File: src/sbc_pkg.sv
// Package for the self-balance cascade controller.
// Field widths, fixed-point constants, register indexes and reset values.
// No dependencies; every other file of the block uses it.
`timescale 1ns / 1ps

package sbc_pkg;

    // Fraction bits of gains, filtered speed, position and speed term
    localparam int FRAC_BITS = 8;

    // Transaction field widths
    localparam int ANGLE_W = 17;
    localparam int RATE_W  = 16;
    localparam int PULSE_W = 16;
    localparam int CMD_W   = 12;
    localparam int DRIVE_W = 13;

    // Configuration register widths
    localparam int GAIN_W     = 16;
    localparam int PLIM_W     = 15;
    localparam int DLIM_W     = 12;
    localparam int TLIM_W     = 8;
    localparam int CFG_IDX_W  = 3;
    localparam int CFG_DATA_W = 16;

    // Configuration register indexes
    localparam logic [CFG_IDX_W-1:0] REG_TILT_GAIN_P    = 3'd0;
    localparam logic [CFG_IDX_W-1:0] REG_TILT_GAIN_D    = 3'd1;
    localparam logic [CFG_IDX_W-1:0] REG_SPEED_GAIN_P   = 3'd2;
    localparam logic [CFG_IDX_W-1:0] REG_SPEED_GAIN_I   = 3'd3;
    localparam logic [CFG_IDX_W-1:0] REG_POSITION_LIMIT = 3'd4;
    localparam logic [CFG_IDX_W-1:0] REG_DRIVE_LIMIT    = 3'd5;
    localparam logic [CFG_IDX_W-1:0] REG_TILT_LIMIT     = 3'd6;

    // Configuration reset values
    localparam logic [GAIN_W-1:0] RST_TILT_GAIN_P    = 16'd24673;
    localparam logic [GAIN_W-1:0] RST_TILT_GAIN_D    = 16'd1577;
    localparam logic [GAIN_W-1:0] RST_SPEED_GAIN_P   = 16'd7150;
    localparam logic [GAIN_W-1:0] RST_SPEED_GAIN_I   = 16'd80;
    localparam logic [PLIM_W-1:0] RST_POSITION_LIMIT = 15'd5000;
    localparam logic [DLIM_W-1:0] RST_DRIVE_LIMIT    = 12'd900;
    localparam logic [TLIM_W-1:0] RST_TILT_LIMIT     = 8'd55;

    // Filtered speed stays within +-(2^(PULSE_W+FRAC_BITS-1)+1)
    localparam int SF_W  = PULSE_W + FRAC_BITS + 1;
    // Filter numerator 8*f + sum*2^FRAC_BITS, and its rounded magnitude
    localparam int NUM_W = PULSE_W + FRAC_BITS + 4;
    localparam int MAG_W = NUM_W - 1;

    // Divide by ten: multiply by ceil(2^35/10), keep the bits from bit 35 up
    localparam int                 RECIP_W   = 32;
    localparam logic [RECIP_W-1:0] RECIP_TEN = 32'hCCCC_CCCD;
    localparam int                 DIV_SHIFT = 35;
    localparam int                 DIV_HALF  = 5;

    // Shared multiplier operands and product
    localparam int MUL_A_W = NUM_W;
    localparam int MUL_B_W = RECIP_W + 1;
    localparam int PROD_W  = MUL_A_W + MUL_B_W;

    // Speed loop widths
    localparam int POS_W    = PLIM_W + FRAC_BITS + 1;
    localparam int RG_W     = GAIN_W + SF_W - FRAC_BITS + 1;
    localparam int PS_W     = RG_W + 2;
    localparam int ST_W     = 32;
    localparam int ST_SUM_W = RG_W + 1;

    // Drive sum: gains times angle and rate, speed term and turn, all scaled
    localparam int SPEED_SHIFT = 8;
    localparam int RATE_SHIFT  = 4;
    localparam int TILT_SHIFT  = 8;
    localparam int ACC_W       = ST_W + SPEED_SHIFT + 2;
    localparam int DRV_SHIFT   = FRAC_BITS + 8;

endpackage

File: src/sbc_in_if.sv
// Input channel of the self-balance cascade controller: valid, ready, tick fields.
// Depends on sbc_pkg for the field widths.
`timescale 1ns / 1ps

interface sbc_in_if;
    logic                                 valid;
    logic                                 ready;
    logic signed [sbc_pkg::ANGLE_W-1:0]   tilt_angle;
    logic signed [sbc_pkg::RATE_W-1:0]    tilt_rate;
    logic signed [sbc_pkg::PULSE_W-1:0]   left_pulses;
    logic signed [sbc_pkg::PULSE_W-1:0]   right_pulses;
    logic                                 speed_update;
    logic signed [sbc_pkg::CMD_W-1:0]     speed_command;
    logic signed [sbc_pkg::CMD_W-1:0]     turn_command;

    modport source (
        output valid, tilt_angle, tilt_rate, left_pulses, right_pulses,
               speed_update, speed_command, turn_command,
        input  ready
    );

    modport sink (
        input  valid, tilt_angle, tilt_rate, left_pulses, right_pulses,
               speed_update, speed_command, turn_command,
        output ready
    );
endinterface

File: src/sbc_out_if.sv
// Output channel of the self-balance cascade controller: valid, ready, drives.
// Depends on sbc_pkg for the field widths.
`timescale 1ns / 1ps

interface sbc_out_if;
    logic                                 valid;
    logic                                 ready;
    logic signed [sbc_pkg::DRIVE_W-1:0]   left_drive;
    logic signed [sbc_pkg::DRIVE_W-1:0]   right_drive;
    logic                                 tilted_over;

    modport source (
        output valid, left_drive, right_drive, tilted_over,
        input  ready
    );

    modport sink (
        input  valid, left_drive, right_drive, tilted_over,
        output ready
    );
endinterface

File: src/self_balance_cascade_controller.sv
// Self-balance cascade controller top level: tilt PD loop plus wheel speed PI loop.
// Depends on sbc_pkg, sbc_in_if and sbc_out_if.
`timescale 1ns / 1ps

// One control tick per input transaction, one drive transaction out. All products
// run through a single signed multiplier, stepped by a small one-hot sequencer
// with the product registered between steps. A tick without a speed update steps
// from acceptance to the next ready through two multiplier steps, the drive sum
// and the output write; a tick with a speed update adds, before them, the
// filter numerator, the divide by ten, the filter update, the two speed-loop
// products and the speed term. The output register holds one finished
// transaction, so the next tick is accepted while it waits; the sequencer stalls
// only at the output write when that register is still full. Configuration
// registers take effect for the next tick and must be written while idle.
module self_balance_cascade_controller (
    input  logic                                i_clk,
    input  logic                                i_rst_n,
    input  logic                                i_cfg_wr_en,
    input  logic [sbc_pkg::CFG_IDX_W-1:0]       i_cfg_index,
    input  logic [sbc_pkg::CFG_DATA_W-1:0]      i_cfg_data,
    sbc_in_if.sink                              i_in,
    sbc_out_if.source                           o_out
);

    localparam int F      = sbc_pkg::FRAC_BITS;
    localparam int A_W    = sbc_pkg::MUL_A_W;
    localparam int B_W    = sbc_pkg::MUL_B_W;
    localparam int P_W    = sbc_pkg::PROD_W;
    localparam int SF_W   = sbc_pkg::SF_W;
    localparam int NUM_W  = sbc_pkg::NUM_W;
    localparam int MAG_W  = sbc_pkg::MAG_W;
    localparam int POS_W  = sbc_pkg::POS_W;
    localparam int RG_W   = sbc_pkg::RG_W;
    localparam int PS_W   = sbc_pkg::PS_W;
    localparam int ST_W   = sbc_pkg::ST_W;
    localparam int SS_W   = sbc_pkg::ST_SUM_W;
    localparam int ACC_W  = sbc_pkg::ACC_W;
    localparam int D_SH   = sbc_pkg::DRV_SHIFT;
    localparam int PW     = sbc_pkg::PULSE_W;
    localparam int TA_W   = sbc_pkg::ANGLE_W + 1;

    typedef enum logic [10:0] {
        ST_IDLE = 11'b000_0000_0001,
        ST_NUM  = 11'b000_0000_0010,
        ST_DIV  = 11'b000_0000_0100,
        ST_SF   = 11'b000_0000_1000,
        ST_GI   = 11'b000_0001_0000,
        ST_GP   = 11'b000_0010_0000,
        ST_TERM = 11'b000_0100_0000,
        ST_TP   = 11'b000_1000_0000,
        ST_TD   = 11'b001_0000_0000,
        ST_SUM  = 11'b010_0000_0000,
        ST_OUT  = 11'b100_0000_0000
    } t_state;

    // Configuration registers
    logic [sbc_pkg::GAIN_W-1:0] r_gain_tp, r_gain_td, r_gain_sp, r_gain_si;
    logic [sbc_pkg::PLIM_W-1:0] r_plim;
    logic [sbc_pkg::DLIM_W-1:0] r_dlim;
    logic [sbc_pkg::TLIM_W-1:0] r_tlim;

    // Control and loop state
    t_state                      r_state, n_state;
    logic [PW-1:0]               r_lsum, r_rsum;
    logic signed [SF_W-1:0]      r_sf;
    logic signed [POS_W-1:0]     r_pos;
    logic signed [ST_W-1:0]      r_st;
    logic                        r_out_valid;

    // Latched tick fields and working registers
    logic signed [sbc_pkg::ANGLE_W-1:0] r_angle;
    logic signed [sbc_pkg::RATE_W-1:0]  r_rate;
    logic signed [sbc_pkg::CMD_W-1:0]   r_cmd, r_turn;
    logic                               r_over;
    logic [MAG_W-1:0]                   r_mag;
    logic                               r_neg;
    logic signed [P_W-1:0]              r_prod;
    logic signed [ACC_W-1:0]            r_acc;
    logic signed [sbc_pkg::DRIVE_W-1:0] r_left, r_right;
    logic                               r_tilted;

    logic in_fire, out_free;

    assign i_in.ready = (r_state == ST_IDLE);
    assign in_fire    = i_in.valid && i_in.ready;
    assign out_free   = !r_out_valid || o_out.ready;

    assign o_out.valid       = r_out_valid;
    assign o_out.left_drive  = r_left;
    assign o_out.right_drive = r_right;
    assign o_out.tilted_over = r_tilted;

    // Tilt stop test against the whole-degree limit
    logic signed [TA_W-1:0] tilt_lim, angle_x;
    logic                   over_now;
    assign tilt_lim = $signed(TA_W'({r_tlim, {sbc_pkg::TILT_SHIFT{1'b0}}}));
    assign angle_x  = TA_W'(i_in.tilt_angle);
    assign over_now = !((angle_x < tilt_lim) && (angle_x > -tilt_lim));

    // Pulse accumulation, right count negated
    logic [PW-1:0] lsum_acc, rsum_acc;
    assign lsum_acc = r_lsum + i_in.left_pulses;
    assign rsum_acc = r_rsum - i_in.right_pulses;

    // Filter numerator 8*old + (L+R)*2^F and its magnitude plus half of ten
    logic signed [PW:0]      pulse_sum;
    logic signed [NUM_W-1:0] num;
    logic [NUM_W-1:0]        num_abs;
    assign pulse_sum = $signed({r_lsum[PW-1], r_lsum}) + $signed({r_rsum[PW-1], r_rsum});
    assign num       = (NUM_W'(r_sf) <<< 3) + (NUM_W'(pulse_sum) <<< F);
    assign num_abs   = num[NUM_W-1] ? NUM_W'(-num) : NUM_W'(num);

    // Shared multiplier operand select
    logic signed [A_W-1:0] mul_a;
    logic signed [B_W-1:0] mul_b;
    logic signed [P_W-1:0] mul_p;

    always_comb begin
        mul_a = '0;
        mul_b = '0;
        unique case (r_state)
            ST_DIV: begin
                mul_a = $signed(A_W'(r_mag));
                mul_b = $signed(B_W'(sbc_pkg::RECIP_TEN));
            end
            ST_GI: begin
                mul_a = A_W'(r_sf);
                mul_b = $signed(B_W'(r_gain_si));
            end
            ST_GP: begin
                mul_a = A_W'(r_sf);
                mul_b = $signed(B_W'(r_gain_sp));
            end
            ST_TP: begin
                mul_a = A_W'(r_angle);
                mul_b = $signed(B_W'(r_gain_tp));
            end
            ST_TD: begin
                mul_a = A_W'(r_rate);
                mul_b = $signed(B_W'(r_gain_td));
            end
            default: begin
                mul_a = '0;
                mul_b = '0;
            end
        endcase
    end

    assign mul_p = mul_a * mul_b;

    // Quotient of the divide by ten, sign restored
    logic [SF_W-1:0]        quot;
    logic signed [SF_W-1:0] sf_new;
    assign quot   = r_prod[sbc_pkg::DIV_SHIFT +: SF_W];
    assign sf_new = r_neg ? -$signed(quot) : $signed(quot);

    // Product rounded by 2^F, halves away from zero
    logic signed [P_W-1:0]  prod_bias, prod_rnd;
    logic signed [RG_W-1:0] gain_rnd;
    assign prod_bias = r_prod + $signed(P_W'(2 ** (F - 1)))
                     - $signed(P_W'(r_prod[P_W-1]));
    assign prod_rnd  = prod_bias >>> F;
    assign gain_rnd  = prod_rnd[RG_W-1:0];

    // Position integrator with saturation
    logic signed [PS_W-1:0] pos_sum, plim_s, pos_sat;
    assign plim_s  = $signed(PS_W'({r_plim, {F{1'b0}}}));
    assign pos_sum = PS_W'(r_pos) + (PS_W'(r_cmd) <<< F) + PS_W'(gain_rnd);
    assign pos_sat = (pos_sum > plim_s) ? plim_s :
                     (pos_sum < -plim_s) ? -plim_s : pos_sum;

    // Speed term saturated to 32 bits
    logic signed [SS_W-1:0] st_sum, st_sat;
    localparam logic signed [SS_W-1:0] ST_MAX =
        $signed({{(SS_W - ST_W + 1){1'b0}}, {(ST_W - 1){1'b1}}});
    localparam logic signed [SS_W-1:0] ST_MIN = ~ST_MAX;
    assign st_sum = SS_W'(gain_rnd) + SS_W'(r_pos);
    assign st_sat = (st_sum > ST_MAX) ? ST_MAX : (st_sum < ST_MIN) ? ST_MIN : st_sum;

    // Drive sums with turn, rounded by 2^(F+8) and saturated
    logic signed [ACC_W-1:0] turn_term, sum_l, sum_r, rnd_l, rnd_r, dlim_s;
    logic signed [ACC_W-1:0] drv_l, drv_r;
    assign turn_term = ACC_W'(r_turn) <<< D_SH;
    assign sum_l     = r_acc + turn_term;
    assign sum_r     = r_acc - turn_term;
    assign rnd_l     = (sum_l + $signed(ACC_W'(2 ** (D_SH - 1)))
                      - $signed(ACC_W'(sum_l[ACC_W-1]))) >>> D_SH;
    assign rnd_r     = (sum_r + $signed(ACC_W'(2 ** (D_SH - 1)))
                      - $signed(ACC_W'(sum_r[ACC_W-1]))) >>> D_SH;
    assign dlim_s    = $signed(ACC_W'(r_dlim));
    assign drv_l     = (rnd_l > dlim_s) ? dlim_s : (rnd_l < -dlim_s) ? -dlim_s : rnd_l;
    assign drv_r     = (rnd_r > dlim_s) ? dlim_s : (rnd_r < -dlim_s) ? -dlim_s : rnd_r;

    // Sequencer next state
    always_comb begin
        n_state = r_state;
        unique case (r_state)
            ST_IDLE: if (in_fire) begin
                n_state = i_in.speed_update ? ST_NUM : ST_TP;
            end
            ST_NUM:  n_state = ST_DIV;
            ST_DIV:  n_state = ST_SF;
            ST_SF:   n_state = ST_GI;
            ST_GI:   n_state = ST_GP;
            ST_GP:   n_state = ST_TERM;
            ST_TERM: n_state = ST_TP;
            ST_TP:   n_state = ST_TD;
            ST_TD:   n_state = ST_SUM;
            ST_SUM:  n_state = ST_OUT;
            ST_OUT:  if (out_free) begin
                n_state = ST_IDLE;
            end
            default: n_state = ST_IDLE;
        endcase
    end

    // Configuration writes
    always_ff @(posedge i_clk) begin
        if (!i_rst_n) begin
            r_gain_tp <= sbc_pkg::RST_TILT_GAIN_P;
            r_gain_td <= sbc_pkg::RST_TILT_GAIN_D;
            r_gain_sp <= sbc_pkg::RST_SPEED_GAIN_P;
            r_gain_si <= sbc_pkg::RST_SPEED_GAIN_I;
            r_plim    <= sbc_pkg::RST_POSITION_LIMIT;
            r_dlim    <= sbc_pkg::RST_DRIVE_LIMIT;
            r_tlim    <= sbc_pkg::RST_TILT_LIMIT;
        end else if (i_cfg_wr_en) begin
            unique case (i_cfg_index)
                sbc_pkg::REG_TILT_GAIN_P:    r_gain_tp <= i_cfg_data;
                sbc_pkg::REG_TILT_GAIN_D:    r_gain_td <= i_cfg_data;
                sbc_pkg::REG_SPEED_GAIN_P:   r_gain_sp <= i_cfg_data;
                sbc_pkg::REG_SPEED_GAIN_I:   r_gain_si <= i_cfg_data;
                sbc_pkg::REG_POSITION_LIMIT: r_plim    <= i_cfg_data[sbc_pkg::PLIM_W-1:0];
                sbc_pkg::REG_DRIVE_LIMIT:    r_dlim    <= i_cfg_data[sbc_pkg::DLIM_W-1:0];
                sbc_pkg::REG_TILT_LIMIT:     r_tlim    <= i_cfg_data[sbc_pkg::TLIM_W-1:0];
                default: ;
            endcase
        end
    end

    // Sequencer, loop state and output register
    always_ff @(posedge i_clk) begin
        if (!i_rst_n) begin
            r_state     <= ST_IDLE;
            r_lsum      <= '0;
            r_rsum      <= '0;
            r_sf        <= '0;
            r_pos       <= '0;
            r_st        <= '0;
            r_out_valid <= 1'b0;
        end else begin
            r_state <= n_state;

            // Raise the output transaction on a finished tick, drop it once taken
            if ((r_state == ST_OUT) && out_free) begin
                r_out_valid <= 1'b1;
            end else if (o_out.ready) begin
                r_out_valid <= 1'b0;
            end

            unique case (r_state)
                ST_IDLE: if (in_fire) begin
                    r_lsum <= lsum_acc;
                    r_rsum <= rsum_acc;
                end
                ST_SF: begin
                    r_sf   <= sf_new;
                    r_lsum <= '0;
                    r_rsum <= '0;
                end
                ST_GP:   r_pos <= pos_sat[POS_W-1:0];
                ST_TERM: r_st  <= st_sat[ST_W-1:0];
                ST_OUT: if (out_free) begin
                    if (r_over) begin
                        r_pos <= '0;
                    end
                end
                default: ;
            endcase
        end
    end

    // Payload and working registers
    always_ff @(posedge i_clk) begin
        r_prod <= mul_p;
        unique case (r_state)
            ST_IDLE: if (in_fire) begin
                r_angle <= i_in.tilt_angle;
                r_rate  <= i_in.tilt_rate;
                r_cmd   <= i_in.speed_command;
                r_turn  <= i_in.turn_command;
                r_over  <= over_now;
            end
            ST_NUM: begin
                r_neg <= num[NUM_W-1];
                r_mag <= MAG_W'(num_abs) + MAG_W'(sbc_pkg::DIV_HALF);
            end
            ST_TD:  r_acc <= r_prod[ACC_W-1:0] - ((ACC_W'(r_st)) <<< sbc_pkg::SPEED_SHIFT);
            ST_SUM: r_acc <= r_acc - (r_prod[ACC_W-1:0] <<< sbc_pkg::RATE_SHIFT);
            ST_OUT: if (out_free) begin
                if (r_over) begin
                    r_left  <= '0;
                    r_right <= '0;
                end else begin
                    r_left  <= drv_l[sbc_pkg::DRIVE_W-1:0];
                    r_right <= drv_r[sbc_pkg::DRIVE_W-1:0];
                end
                r_tilted <= r_over;
            end
            default: ;
        endcase
    end

endmodule

File: src/flat_wrapper.sv
// flat-port wrapper written by rule: the top's interface ports become plain ports
module self_balance_cascade_controller_flat 
  (i_clk, i_rst_n, i_cfg_wr_en, i_cfg_index, i_cfg_data, i_in_valid, i_in_tilt_angle, i_in_tilt_rate, i_in_left_pulses, i_in_right_pulses, i_in_speed_update, i_in_speed_command, i_in_turn_command, i_in_ready, o_out_valid, o_out_left_drive, o_out_right_drive, o_out_tilted_over, o_out_ready);
  sbc_in_if i_in_i ();
  sbc_out_if o_out_i ();
  input  logic i_clk;
  input  logic i_rst_n;
  input  logic i_cfg_wr_en;
  input  logic [sbc_pkg::CFG_IDX_W-1:0] i_cfg_index;
  input  logic [sbc_pkg::CFG_DATA_W-1:0] i_cfg_data;
  input wire logic [$bits(i_in_i.valid)-1:0] i_in_valid;
  input wire logic [$bits(i_in_i.tilt_angle)-1:0] i_in_tilt_angle;
  input wire logic [$bits(i_in_i.tilt_rate)-1:0] i_in_tilt_rate;
  input wire logic [$bits(i_in_i.left_pulses)-1:0] i_in_left_pulses;
  input wire logic [$bits(i_in_i.right_pulses)-1:0] i_in_right_pulses;
  input wire logic [$bits(i_in_i.speed_update)-1:0] i_in_speed_update;
  input wire logic [$bits(i_in_i.speed_command)-1:0] i_in_speed_command;
  input wire logic [$bits(i_in_i.turn_command)-1:0] i_in_turn_command;
  output wire logic [$bits(i_in_i.ready)-1:0] i_in_ready;
  output wire logic [$bits(o_out_i.valid)-1:0] o_out_valid;
  output wire logic [$bits(o_out_i.left_drive)-1:0] o_out_left_drive;
  output wire logic [$bits(o_out_i.right_drive)-1:0] o_out_right_drive;
  output wire logic [$bits(o_out_i.tilted_over)-1:0] o_out_tilted_over;
  input wire logic [$bits(o_out_i.ready)-1:0] o_out_ready;
  assign i_in_i.valid = i_in_valid;
  assign i_in_i.tilt_angle = i_in_tilt_angle;
  assign i_in_i.tilt_rate = i_in_tilt_rate;
  assign i_in_i.left_pulses = i_in_left_pulses;
  assign i_in_i.right_pulses = i_in_right_pulses;
  assign i_in_i.speed_update = i_in_speed_update;
  assign i_in_i.speed_command = i_in_speed_command;
  assign i_in_i.turn_command = i_in_turn_command;
  assign i_in_ready = i_in_i.ready;
  assign o_out_valid = o_out_i.valid;
  assign o_out_left_drive = o_out_i.left_drive;
  assign o_out_right_drive = o_out_i.right_drive;
  assign o_out_tilted_over = o_out_i.tilted_over;
  assign o_out_i.ready = o_out_ready;
  self_balance_cascade_controller u_core (.i_clk(i_clk), .i_rst_n(i_rst_n), .i_cfg_wr_en(i_cfg_wr_en), .i_cfg_index(i_cfg_index), .i_cfg_data(i_cfg_data), .i_in(i_in_i), .o_out(o_out_i));
endmodule
File: config.mk
export PLATFORM = sky130hd
export DESIGN_NAME = self_balance_cascade_controller_flat
export DESIGN_NICKNAME = d
export VERILOG_FILES = /design/src/sbc_pkg.sv /design/src/sbc_in_if.sv /design/src/sbc_out_if.sv /design/src/self_balance_cascade_controller.sv /design/src/flat_wrapper.sv
export SDC_FILE = /design/constraint.sdc
export NUM_CORES = 2
export LEC_CHECK = 0
export BUFFER_PORTS_ARGS = -buffer_cell sky130_fd_sc_hd__buf_2
export CORE_MARGIN = 10
export CORE_UTILIZATION = 55
export CTS_CLUSTER_DIAMETER = 200
export DETAILED_ROUTE_END_ITERATION = 10
export PLACE_DENSITY = 0.75
export SETUP_SLACK_MARGIN = 0.15
export SYNTH_ARGS = -nofsm -noshare
export SYNTH_HDL_FRONTEND = slang
export SYNTH_SLANG_ARGS = --single-unit
export TNS_END_PERCENT = 50
File: constraint.sdc
create_clock -name i_clk -period 9.2 [get_ports i_clk]
set_input_delay 0.92 -clock i_clk [delete_from_list [all_inputs] [get_ports i_clk]]
set_output_delay 0.92 -clock i_clk [all_outputs]
set_load 0.005 [all_outputs]
==> implementation parameters <==
Parameter                              Value

Run status
  Run status ... finished, violations left
  Violated checks ... setup timing

Synthesis
  EDFF count, synth ... 152
  Number of register bits inferred by synthesis ... 437
  Cell types occupying the most area after synthesis ... sky130_fd_sc_hd__fa_1 (19%), sky130_fd_sc_hd__ha_1 (17%), sky130_fd_sc_hd__dfxtp_1 (9.3%)
  Async set or reset register ratio after synthesis ... 0%
  Cell with the most instances after synthesis ... sky130_fd_sc_hd__inv_1
  Mean instance size in the synthesized netlist ... 8.421 um2
  Warnings from Yosys ... 0
  Synthesized area ... 0.06108 mm2
  Top cells by instance count after synthesis ... sky130_fd_sc_hd__inv_1 (1092), sky130_fd_sc_hd__ha_1 (847), sky130_fd_sc_hd__nand2_1 (746)
  Synthesized netlist cell count ... 7254
  Sequential element share of the synthesized area ... 16.81%
  Most common flop cell mapped by yosys ... sky130_fd_sc_hd__dfxtp_1
  Biggest area consumer among synthesized cells ... sky130_fd_sc_hd__fa_1
  Number of distinct library cells after synthesis ... 100
  Top-area cell type share of the netlist area ... 18.55%

Worst setup path
  Cell count along the critical path ... 42
  Class of the most critical setup path ... reg -> reg
  Depth of the most critical reg-to-reg path ... 42
  Largest driver fanout on the critical path ... 14
  Number of buffers and inverters on the critical path ... 12
  Critical-path top delay cell ... sky130_fd_sc_hd__fa_1
  Startpoint Class ... flop
  Worst path top cell family by delay ... adder cells
  Worst flop-to-flop path startpoint ... u_core.r_state[7]$_SDFFE_PN0P_
  Destination of the worst register-to-register timing path ... u_core.r_prod[59]$_DFF_P_
  CP Data Arrival Time ... 9.85 ns
  Critical path data required time ... 9.78 ns
  Worst R2R Setup Slack ... -0.07 ns
  Critical Path End Type ... flop
  Slowest stage delay, CP ... 0.54 ns

Detailed routing
  Remaining routing DRC violations ... 0
  Via count of the routed design ... 54550
  Routed WL per cell ... 21.75 um
  Number of optimization iterations in the first detailed-route pass ... 8
  Vias per inst ... 5.865
  Detailed-route wire length ... 202300 um
  Count of nets left with antenna violations after detail routing ... 0
  Drt first-iter violations ... 4374

Die
  Num ports ... 143
  Placement Rows ... 122
  Width of the die ... 353.3 um
  Starting utilization of the core area ... 55.27%
  Die Area ... 0.1248 mm2
  Die Y-Extent ... 353.3 um
  Area inside the core boundary ... 0.1105 mm2

Timing
  Setup repair after global routing missed its margin ... true
  Final worst slack ... -0.06775 ns
  Tightest slew margin relative to the limit ... 10.46%
  Highest achievable clock rate ... 107.9 MHz
  Worst Skew ... 0.04256 ns
  Final TNS setup ... -0.1161 ns
  Final hold vios ... 0
  Transition time of the tightest slew-check pin ... 1.338 ns
  Slew Limit Fails ... 0
  Crit share post-route ... 100.7%
  Tmin final ... 9.268 ns
  Setup violators final ... 2

Global routing
  Total track usage ... 31.26%
  Antenna violations before repair ... 12
  GRT overflow ... 0
  Number of global-route vias before repair ... 54480
  Global-route wire length before repair ... 307800 um
  Maximum number of pins on one net before global-route repair ... 116

Clock tree
  Buffer cell driving the clock tree root ... sky130_fd_sc_hd__clkbuf_16
  Number of buffers inserted by hold repair at cts ... 0
  Clock latency of the later-clocked register in the worst-skew pair ... 0.66 ns
  Num CTS Buffers ... 51
  TritonCTS clock tree ... yes
  Number of buffers between clock root and the deepest sink ... 3
  Register clock-pin slew on the reported worst setup and hold paths ... 0.06 ns
  Count of H-tree levels built during CTS ... 2
  Clock net sink count ... 437

Finish
  Fin area ... 0.07090 mm2
  Layout overhead on the synthesized area ... 16.06%
  Number of filler instances in the final layout ... 9428
  Final Core Density ... 64.15%
  Fraction of final layout cells sized beyond drive strength 1 ... 14.02%
  Final Non-Filler Cells ... 9301
  Total Nets Final ... 9293

Min path
  Number of instances on the worst hold path ... 1
  Hold path startpoint ... i_in_speed_command[11]
  Terminating pin of the worst hold path ... u_core.r_cmd[11]$_DFFE_PP_
  Worst hold path type ... in -> reg

Place
  Cell area after placement ... 0.06730 mm2
  Dpl cells ... 9141
  Buffers added on ports ... 142
  RD Place Congestion ... 1.053
  Post-DP HPWL ... 167200 um

Job
  Maxcap violations ... 0

Pwr
  Leak ... 35.41 nW
  Worst ir drop on vdd ... 261.7 uV
  P per Cell Area ... 136.3 mW/mm2
  Total design power ... 9.661 mW
worst max-delay path by stage:
stage | from | end | slack [ns]
4_1_cts | u_core.r_state[1]$_SDFFE_PN0P_ | u_core.r_prod[60]$_DFF_P_ | 0.07
3_3_place_gp | u_core.r_state[0]$_SDFFE_PN1P_ | u_core.r_prod[60]$_DFF_P_ | -0.33
6_report | u_core.r_state[7]$_SDFFE_PN0P_ | u_core.r_prod[59]$_DFF_P_ | -0.07
3_5_place_dp | u_core.r_state[0]$_SDFFE_PN1P_ | u_core.r_prod[60]$_DFF_P_ | -0.43
5_1_grt | u_core.r_state[7]$_SDFFE_PN0P_ | u_core.r_prod[59]$_DFF_P_ | -0.41
2_1_floorplan | u_core.r_state[0]$_SDFFE_PN1P_ | u_core.r_prod[59]$_DFF_P_ | 0.15
layer usage:
| layer | global-route usage, % | part of all wire, % | routed length, um | vias to the layer above |
|---|---|---|---|---|
| met3 | 4.835 | 7.5 | 15070 | 615 |
| met2 | 52.54 | 47 | 94770 | 2263 |
| met4 | 19.65 | 7.7 | 15530 | 8 |
| li1 | - | - | - | 25420 |
| met5 | 0 | 0.050 | 102 | - |
| met1 | 37.26 | 38 | 76840 | 26240 |
worst reg2reg max path: cells and delay by family (launching register included):
kind | cells | cell delay, ns
flip-flops | 1 | 0.36
AO/OA/AOI/OAI | 15 | 2.66
AND/OR/NAND/NOR | 6 | 1.05
adder cells (fa/ha/maj) | 9 | 3.67
buffers and inverters | 12 | 1.47
sequential cells by signal (all words and copies together) (netlist names), 17 cells and up:
register        flops
u_core.r_acc       42
u_core.r_pos       24
u_core.r_prod      61
u_core.r_st        32
u_core.r_mag       24
u_core.r_sf        25
u_core.r_angle     17
power breakdown:
part           switching [mW]  total (mW)  internal, mW
combinational            3.19        5.34          2.15
sequential             0.0723        2.19          2.12
clock                   0.919        2.13          1.21
cell families after synthesis:
group                      after synthesis  share of synthesized area [%]
AOI/OAI and AO/OA                     1582                          16.93
xor gates and xnor gates               426                          6.131
adders and majority gates             1413                          35.90
buffers and inverters                 1307                          8.085
DFF                                    437                          16.81
muxes                                   34                         0.5633
other                                    2                        0.01229
and+or+nand+nor                       2053                          15.57
stage by stage:
step,worst slack [ns],hold slack [ns]
after floorplan,0.1508,0.4244
after global placement,-0.3330,0.4518
after detailed placement,-0.4259,0.4588
after CTS,0.07336,0.4068
after global routing,-0.4061,0.4305
final,-0.06775,0.4379
cell type report:
cell class	count	area, um2	area share [%]
clock buffers	71	1506	2.125
multi-input cells	5513	47260	66.66
well taps	1488	1862	2.626
diodes	4	10.01	0.01412
inverters	1093	4109	5.796
repair buffers	670	5642	7.958
flip-flops and latches	437	10280	14.50
clock inverters	25	229.0	0.3230
layout by cell type, fill, tap and decap left out, types with 27 or more instances in the layout:
master / count
sky130_fd_sc_hd__inv_1: 1072
sky130_fd_sc_hd__nand2_1: 731
sky130_fd_sc_hd__ha_1: 810
sky130_fd_sc_hd__nand3_1: 135
sky130_fd_sc_hd__nor2b_1: 87
sky130_fd_sc_hd__or2_2: 39
sky130_fd_sc_hd__o31ai_1: 34
sky130_fd_sc_hd__buf_4: 440
sky130_fd_sc_hd__a211oi_1: 51
sky130_fd_sc_hd__or3_1: 30
sky130_fd_sc_hd__and3_1: 27
sky130_fd_sc_hd__a31oi_1: 40
sky130_fd_sc_hd__edfxtp_1: 152
sky130_fd_sc_hd__o21bai_1: 73
sky130_fd_sc_hd__xor2_1: 124
sky130_fd_sc_hd__nand4_1: 67
sky130_fd_sc_hd__clkbuf_16: 55
sky130_fd_sc_hd__fa_1: 542
sky130_fd_sc_hd__buf_2: 141
sky130_fd_sc_hd__o21ai_0: 290
sky130_fd_sc_hd__ha_4: 31
sky130_fd_sc_hd__a21o_1: 214
sky130_fd_sc_hd__dfxtp_1: 276
sky130_fd_sc_hd__xnor2_1: 293
sky130_fd_sc_hd__a21boi_0: 98
sky130_fd_sc_hd__buf_12: 62
sky130_fd_sc_hd__nand2b_1: 84
sky130_fd_sc_hd__nor4_1: 29
sky130_fd_sc_hd__o21a_1: 61
sky130_fd_sc_hd__nor3_1: 81
sky130_fd_sc_hd__and2_1: 75
sky130_fd_sc_hd__o211ai_1: 39
sky130_fd_sc_hd__mux2i_1: 31
sky130_fd_sc_hd__nor2_1: 503
sky130_fd_sc_hd__a21oi_1: 414
what timing repair did:
| action | in CTS | in global routing |
|---|---|---|
| pin swaps | 81 | 72 |
| resized for setup | 159 | 155 |
| gates cloned | 4 | 1 |
| endpoints found under the setup margin | 39 | 60 |
| setup buffers | 33 | 22 |
(Power assumes the default switching activity.)
